File: src/sv/shpw_pkg.sv
// Package for the spatial hash point welder: item types, register constants,
// outcome codes, multiplier operation codes and the controller/datapath links.
// Depends on nothing; every other file imports it.
`default_nettype none

package shpw_pkg;

  // Field widths fixed by the interface.
  localparam int TOL_W      = 20;
  localparam int INV_W      = 30;
  localparam int NODE_OUT_W = 11;
  localparam int PADDR_W    = 3;

  // Register reset values and the smallest usable snap distance.
  localparam logic [TOL_W-1:0] TOL_RESET = 20'd655;
  localparam logic [INV_W-1:0] INV_RESET = 30'd6553600;
  localparam logic [TOL_W-1:0] MIN_TOL   = 20'd7;

  // Register select bit of the byte address (registers sit 4 bytes apart).
  localparam logic REG_TOLERANCE = 1'b0;
  localparam logic REG_INV_TOL   = 1'b1;

  // One input item: a point in signed Q16.16.
  typedef struct packed {
    logic signed [31:0] point_x;
    logic signed [31:0] point_y;
    logic signed [31:0] point_z;
  } point_t;

  typedef enum logic [1:0] {
    OUT_FOUND       = 2'd0,
    OUT_CREATED     = 2'd1,
    OUT_STORE_FULL  = 2'd2,
    OUT_BUCKET_FULL = 2'd3
  } outcome_t;

  // One result item.
  typedef struct packed {
    logic [NODE_OUT_W-1:0] node_number;
    outcome_t              outcome;
  } result_t;

  // Jobs of the shared multiplier.
  typedef enum logic [2:0] {
    MUL_X   = 3'd0,
    MUL_Y   = 3'd1,
    MUL_Z   = 3'd2,
    MUL_TOL = 3'd3,
    MUL_SX  = 3'd4,
    MUL_SY  = 3'd5,
    MUL_SZ  = 3'd6
  } mul_op_t;

  // Commands from the controller to the datapath.
  typedef struct packed {
    logic     accept;
    logic     mul_go;
    logic     mul_store;
    mul_op_t  mul_op;
    logic     nb_init;
    logic     nb_step;
    logic     own_cell;
    logic     hash_start;
    logic     w_inc;
    logic     ax_load;
    logic     sq_clr;
    logic     sq_acc;
    logic     insert;
    logic     res_load;
    outcome_t res_code;
  } shpw_cmd_t;

  // Status from the datapath to the controller.
  typedef struct packed {
    logic clear_busy;
    logic mod_done;
    logic w_ge_fill;
    logic cell_match;
    logic axis_ok;
    logic dist_ok;
    logic nb_last;
    logic store_full;
    logic bucket_full;
    logic out_free;
  } shpw_status_t;

endpackage

`default_nettype wire

File: src/sv/shpw_ctrl.sv
// Controller of the point welder: one-hot state machine that sequences cell
// computation, the neighbor search, the insert and the result hand-off.
// Depends on shpw_pkg; drives shpw_dp.
`default_nettype none

module shpw_ctrl (
  input  wire                     clk,
  input  wire                     rst,
  input  wire                     in_valid,
  output logic                    in_stall,
  output shpw_pkg::shpw_cmd_t     cmd,
  input  shpw_pkg::shpw_status_t  status
);
  import shpw_pkg::*;

  typedef enum logic [14:0] {
    S_IDLE   = 15'h0001,
    S_CELL   = 15'h0002,
    S_CELLA  = 15'h0004,
    S_HASH   = 15'h0008,
    S_HWAIT  = 15'h0010,
    S_RD     = 15'h0020,
    S_SCMP   = 15'h0040,
    S_NODE   = 15'h0080,
    S_SQ     = 15'h0100,
    S_SQA    = 15'h0200,
    S_DCHK   = 15'h0400,
    S_NEXTNB = 15'h0800,
    S_INSCHK = 15'h1000,
    S_INS    = 15'h2000,
    S_DONE   = 15'h4000
  } state_t;

  state_t   state, state_next;
  logic [1:0] cnt, cnt_next;
  logic     own, own_next;
  outcome_t res_code, res_code_next;

  assign in_stall = !((state == S_IDLE) && !status.clear_busy);

  // Next state and commands.
  always_comb begin
    state_next    = state;
    cnt_next      = cnt;
    own_next      = own;
    res_code_next = res_code;
    cmd           = '0;
    cmd.own_cell  = own;
    cmd.res_code  = res_code;
    cmd.mul_op    = MUL_X;
    case (state)
      S_IDLE: begin
        if (in_valid && !in_stall) begin
          cmd.accept = 1'b1;
          cnt_next   = 2'd0;
          own_next   = 1'b0;
          state_next = S_CELL;
        end
      end
      S_CELL: begin
        cmd.mul_go = 1'b1;
        cmd.mul_op = mul_op_t'({1'b0, cnt});
        state_next = S_CELLA;
      end
      S_CELLA: begin
        cmd.mul_store = 1'b1;
        cmd.mul_op    = mul_op_t'({1'b0, cnt});
        if (cnt == 2'd3) begin
          cmd.nb_init = 1'b1;
          state_next  = S_HASH;
        end else begin
          cnt_next   = cnt + 2'd1;
          state_next = S_CELL;
        end
      end
      S_HASH: begin
        cmd.hash_start = 1'b1;
        state_next     = S_HWAIT;
      end
      S_HWAIT: begin
        if (status.mod_done) begin
          state_next = S_RD;
        end
      end
      S_RD: begin
        state_next = own ? S_INSCHK : S_SCMP;
      end
      S_SCMP: begin
        if (status.w_ge_fill) begin
          state_next = S_NEXTNB;
        end else if (status.cell_match) begin
          state_next = S_NODE;
        end else begin
          cmd.w_inc  = 1'b1;
          state_next = S_RD;
        end
      end
      S_NODE: begin
        if (status.axis_ok) begin
          cmd.ax_load = 1'b1;
          cmd.sq_clr  = 1'b1;
          cnt_next    = 2'd0;
          state_next  = S_SQ;
        end else begin
          cmd.w_inc  = 1'b1;
          state_next = S_RD;
        end
      end
      S_SQ: begin
        cmd.mul_go = 1'b1;
        cmd.mul_op = mul_op_t'({1'b1, cnt});
        state_next = S_SQA;
      end
      S_SQA: begin
        cmd.sq_acc = 1'b1;
        if (cnt == 2'd2) begin
          state_next = S_DCHK;
        end else begin
          cnt_next   = cnt + 2'd1;
          state_next = S_SQ;
        end
      end
      S_DCHK: begin
        if (status.dist_ok) begin
          res_code_next = OUT_FOUND;
          state_next    = S_DONE;
        end else begin
          cmd.w_inc  = 1'b1;
          state_next = S_RD;
        end
      end
      S_NEXTNB: begin
        if (!status.nb_last) begin
          cmd.nb_step = 1'b1;
          state_next  = S_HASH;
        end else if (status.store_full) begin
          res_code_next = OUT_STORE_FULL;
          state_next    = S_DONE;
        end else begin
          own_next   = 1'b1;
          state_next = S_HASH;
        end
      end
      S_INSCHK: begin
        if (status.bucket_full) begin
          res_code_next = OUT_BUCKET_FULL;
          state_next    = S_DONE;
        end else begin
          state_next = S_INS;
        end
      end
      S_INS: begin
        cmd.insert    = 1'b1;
        res_code_next = OUT_CREATED;
        state_next    = S_DONE;
      end
      S_DONE: begin
        if (status.out_free) begin
          cmd.res_load = 1'b1;
          state_next   = S_IDLE;
        end
      end
      default: begin
        state_next = S_IDLE;
      end
    endcase
  end

  // State registers.
  always_ff @(posedge clk) begin
    if (rst) begin
      state    <= S_IDLE;
      cnt      <= 2'd0;
      own      <= 1'b0;
      res_code <= OUT_FOUND;
    end else begin
      state    <= state_next;
      cnt      <= cnt_next;
      own      <= own_next;
      res_code <= res_code_next;
    end
  end

`ifndef SYNTHESIS
  // An insert only happens with room in both the node store and the bucket.
  a_insert_room: assert property (@(posedge clk) disable iff (rst)
    cmd.insert |-> (!status.store_full && !status.bucket_full))
    else $error("insert issued while a store is full");

  // A result is loaded only when the output register can take it.
  a_load_free: assert property (@(posedge clk) disable iff (rst)
    cmd.res_load |-> status.out_free)
    else $error("result loaded over a waiting item");

  // No item is taken while the fill memory is being cleared.
  a_no_accept_clear: assert property (@(posedge clk) disable iff (rst)
    cmd.accept |-> !status.clear_busy)
    else $error("item accepted during clearing pass");

  // A cell match on a live way always leads to the node compare.
  a_match_node: assert property (@(posedge clk) disable iff (rst)
    (state == S_SCMP && !status.w_ge_fill && status.cell_match) |=> (state == S_NODE))
    else $error("cell match not followed by node compare");
`endif

endmodule

`default_nettype wire

File: config.mk
export PLATFORM = sky130hd
export DESIGN_NAME = shpw_ctrl
export DESIGN_NICKNAME = d
export VERILOG_FILES = /design/src/sv/shpw_pkg.sv /design/src/sv/shpw_ctrl.sv
export SDC_FILE = /design/constraint.sdc
export NUM_CORES = 1
export LEC_CHECK = 0
export BUFFER_PORTS_ARGS = -buffer_cell sky130_fd_sc_hd__buf_2
export CAP_MARGIN = 30
export CORE_MARGIN = 1.5
export CORE_UTILIZATION = 45
export CTS_BUF_LIST = sky130_fd_sc_hd__clkbuf_8 sky130_fd_sc_hd__clkbuf_16
export DETAILED_ROUTE_END_ITERATION = 16
export HOLD_SLACK_MARGIN = 0.15
export PLACE_DENSITY = 0.69
export SLEW_MARGIN = 10
export SYNTH_ARGS = -nofsm -noshare
export SYNTH_HDL_FRONTEND = slang
export SYNTH_SLANG_ARGS = --single-unit
File: constraint.sdc
create_clock -name clk -period 3.05 [get_ports clk]
set_input_delay 0.61 -clock clk [delete_from_list [all_inputs] [get_ports clk]]
set_output_delay 0.61 -clock clk [all_outputs]
set_load 0.05 [all_outputs]
# Word level (Yosys, flattened, before mapping)
# Cells that the tools add are included.
[totals]
register_bits = 20
in_bits = 13
output_inout_bits = 19
elab_cells = 95
[classes]
n_addsub = 1
eq_ne = 28
muxes = 49
n_reduce_logical = 13
[ops]
columns = ["op", "n"]
rows = [
  ["$pmux W15 S15", 1],
  ["$mux W15", 8],
  ["$mux W1", 20],
  ["$mux W2", 10],
  ["$ne A2 B2 Y1 const B", 10],
  ["$pmux W2 S4", 2],
  ["$eq A15 B1 Y1 const B", 1],
  ["$eq A15 B10 Y1 const B", 1],
  ["$eq A15 B11 Y1 const B", 1],
  ["$eq A15 B12 Y1 const B", 1],
  ["$eq A15 B13 Y1 const B", 1],
  ["$eq A15 B14 Y1 const B", 1],
  ["$eq A15 B15 Y1 const B", 1],
  ["$eq A15 B2 Y1 const B", 1],
  ["$eq A15 B3 Y1 const B", 1],
  ["$eq A15 B4 Y1 const B", 1],
  ["$eq A15 B5 Y1 const B", 1],
  ["$eq A15 B6 Y1 const B", 1],
  ["$eq A15 B7 Y1 const B", 1],
  ["$eq A15 B8 Y1 const B", 1],
  ["$eq A15 B9 Y1 const B", 1],
  ["$mux W13", 1],
  ["$mux W11", 1],
  ["$reduce_and A5 Y1", 2],
  ["other kinds (16)", 21],
]

# Depth between registers and ports, before layout
[logic_depth]
ltp_word = 5
depth_mapped = 7
ltp_nobuf = 7

# Least setup slack after synthesis
# No wires, ideal clock.
[synth_timing]
path_kind = "register to output"
startpoint = "register state[0]"
endpoint = "output port cmd[13] (netlist bit)"
arrival_time_ns = 2.747
required_ns = 2.440
setup_slack_ns = -0.307
path_stages_with_launch = 6
n_path_buf = 0
path_cell_list = "dfxtp_1 nor4_4 nand4b_1 a21oi_1 nor2_1 nor2b_1"
[synth_lines]
columns = ["element", "line_no", "source"]
rows = [
  ["start, declared", "shpw_ctrl.sv:34", "state_t state, state_next;"],
  ["start signal, assigned", "shpw_ctrl.sv:177", "state <= state_next;"],
  ["end, declared", "shpw_ctrl.sv:11", "output shpw_pkg::shpw_cmd_t cmd,"],
]

==> impl_results.md <==
* Status: complete, no violations
* Critical path arrival at between 2000 and 2500 ps
* Number of core rows at 19
* Max Clk Rate at 347 MHz
* Wire per inst at approximately 16 um
* Hold depth at 1
* Mux cell area share after synthesis at 0.777%
* Syn Nets at approximately 170
* Number of flops mapped to enable cells by yosys at 0
* Share of layout cells above drive strength 1 at ~33%
* Vias in the first global route at 1153
* Worst Setup End Kind: output port
* Initial antenna violation count at 0
* Main combinational cell family by area after synthesis: simple AND/OR/NAND/NOR gates
* Final Max Slew Viols at 0
* Final #Nets at between 150 and 200
* Leakage at approximately 0.60 nW
* CP peak stage delay at 550 ps
* Worst-path fanout max at 8
* Pwr/cell area at roughly 460 mW/mm^2
* Reg2reg path depth at 6
* Port Buffers at 31
* Mean Syn Cell Area at about 8.5 um^2
* Vias/cell at between 5 and 6
* 1st-iter DRT viols at 43
* Num ports at 32
* Worst slew pin tran at around 760 ps
* Post-synth top area share at 31.1%
* Max_cap viols at 0
* Worst setup startpoint: state[7]
* Synth top area cells: dfxtp_1, nor2_1, nor3_1
* Crit start category: flip-flop
* FFs w/ async S/R, synth at 0%
* Hpwl dp at about 2700 um
* Routability cong. at a little over 0.8
* Largest net degree at the start of global routing at 20
* Die area at around 0.0032 mm^2
* Area Growth Syn to Fin at 18.7%
* Placed Cells at ~210
* Worst endpoint required time at 2440 ps
* Peak VDD IR at approximately 0.41 mV
* Worst min-delay path category: flip-flop to flip-flop
* Yosys warnings at 0
* Worst Hold Launch: own
* Starting Density at 47.1%
* Die height at roughly 57 um
* Synthesized flop and latch total at 20
* Crit-path slowest cell: nor4_4
* Finish-stage setup viols at 0
* Mapped cell area at 0.00129 mm^2
* Fillcell total at about 280
* Rel. slew slack at about 48%
* Post-DP Area at ~0.0015 mm^2
* RSZ-0062 raised after global routing: no
* Final hold slack at about 460 ps
* Grt total ovfl at 0
* Gr usage total at ~21%
* CORE AREA at approximately 0.0027 mm^2
* Xor-xnor portion of the synthesized cell area at ~1.4%
* Simple-Gate Fraction of Synth Area at 43.2%
* Finished Layout Cells at about 210
* Period Utilization, post-route at 94.5%
* Clk Latency, worst-skew pair at 260 ps
* First-pass GRT wire length at 5350 um
* CTS H-tree lvls at 1
* DRT antenna net count at 0
* N_diodes at 0
* Ys flop type: dfxtp_1
* Postcts setup bufs at 0
* # DRC at 0
* CP Class: flip-flop to output port
* Clk sinks at 20
* Clock root cell: clkbuf_8
* Multi-input gate area at around 850 um^2
* Clock-pin slew on the worst setup and hold paths at 70 ps
* Detailed Route WL at 3360 um
* Final Hold Viols at 0
* Sequential cell area at between 400 and 500 um^2
* Clock Skew at between 2 and 2.5 ps
* Mapped Cells at 151
* Synth area leader: dfxtp_1
* Compound-gate portion of the synthesized area at 16.9%
* Worst r2r src: state[7]
* Period minus WS final at slightly below 3000 ps
* Die width at about 57 um
* Setup TNS Final at 0 ps
* Pre-antenna DRT Iters at 4
* TritonCTS Buffers at 3
* Netlist cell types at 49
* Finished Cell Area at around 0.0015 mm^2
* Worst-path cell chain: nor4_4 > nand4_1 > nor3_1 > or3_1 > buf_2
* Total vias in the final route at roughly 1200
* Sequential area share after synthesis at between 30 and 40%
* TritonCTS clock tree: done
* Synth Area in Adders at approximately 1.9%
* Clock buffer depth at 2
## cells by family (layout without fill, tap and decap cells)
| kind of cell | Yosys count | count (layout) |
|---|---|---|
| xor gates and xnor gates | 2 | 2 |
| muxes | 1 | 1 |
| and+or+nand+nor | 86 | 86 |
| AOI/OAI and AO/OA | 26 | 26 |
| DFF | 20 | 20 |
| buffers and inverters | 14 | 44 |
| adders and majority gates | 2 | 2 |
## synthesized netlist by cell type (2+ instances only)
cell type and count:
nand3_2 2, nor2b_1 2, nor2_1 21, dfxtp_1 20
nand4b_2 2, nand2b_1 4, nor4_4 3, nand4b_1 2
buf_4 2, xnor2_1 2, ha_1 2, nor3b_1 4
nor4_1 4, nand2_1 9, a21oi_1 5, o21a_1 2
nor4b_1 6, a21oi_2 4, or3_1 2, inv_1 9
clkbuf_1 2, nand4_1 3, nor3_1 13
## stage by stage
step           worst slack, ps  power (W)  util, %
6_report                   169   0.000699     56.0
2_1_floorplan             95.7   0.000450        -
3_5_place_dp               421   0.000500     53.9
4_1_cts                    120   0.000703     55.9
5_1_grt                   53.0   0.000733     56.0
3_3_place_gp               466   0.000493     53.9
## cell type report
class	instances	area share, %
inverter	9	2.21
timing repair buffer	31	10.1
tap	31	2.53
clock buffer	4	3.60
sequential	20	26.2
multi-input combinational	117	55.4
## cell usage in the layout, fill, tap and decap left out, drive strengths merged, types with 2 or more instances in the layout
cell | synthesis | layout
buf | 3 | 31
nor2 | 21 | 21
dfxtp | 20 | 20
nor3 | 14 | 14
inv | 9 | 9
nand2 | 9 | 9
a21oi | 9 | 9
nor4 | 7 | 7
nor4b | 6 | 6
nor3b | 5 | 5
nand2b | 4 | 4
clkbuf | 2 | 4
nand4b | 4 | 4
nand4 | 3 | 3
nand3 | 3 | 3
or3 | 2 | 2
xnor2 | 2 | 2
o21a | 2 | 2
ha | 2 | 2
and3 | 2 | 2
nor2b | 2 | 2
o32ai | 2 | 2
o31ai | 2 | 2
## power breakdown
group          switching, W  internal, W
clock             0.0000891     0.000115
combinational      0.000138    0.0000744
sequential        0.0000131     0.000270
## flip-flops by register name, summed over array words and instances, names as in the netlist
register  flops
own           1
state        15
res_code      2
cnt           2
## per-layer routing
| metal | vias to the layer above | GRT usage [%] | share of wire (%) |
|---|---|---|---|
| li1 | 625 | - | - |
| met1 | 583 | 29.1 | 50 |
| met2 | 32 | 34.1 | 44 |
| met3 | 4 | 5.30 | 4.5 |
| met4 | 0 | 5.44 | 1.2 |
| met5 | - | 0 | 0 |
## repair_timing
action / in CTS / in global routing
hold buffers: 0 / 0
gates resized for setup: 0 / 1
setup endpoints to repair: 0 / 2
## worst max-delay path, delay by kind of cell, from the launching register on
kind	cells	cell delay (ps)
buffers and inverters	1	270
DFF	1	380
and+or+nand+nor	4	1360
## path summary, 6_finish.rpt
check                  end  slack [ps]
setup / recovery    cmd[7]         170
hold / removal    state[6]         460
setup reg to reg  state[0]         890
hold reg to reg   state[6]         460
Note: power is estimated with default switching activity, not from simulation.
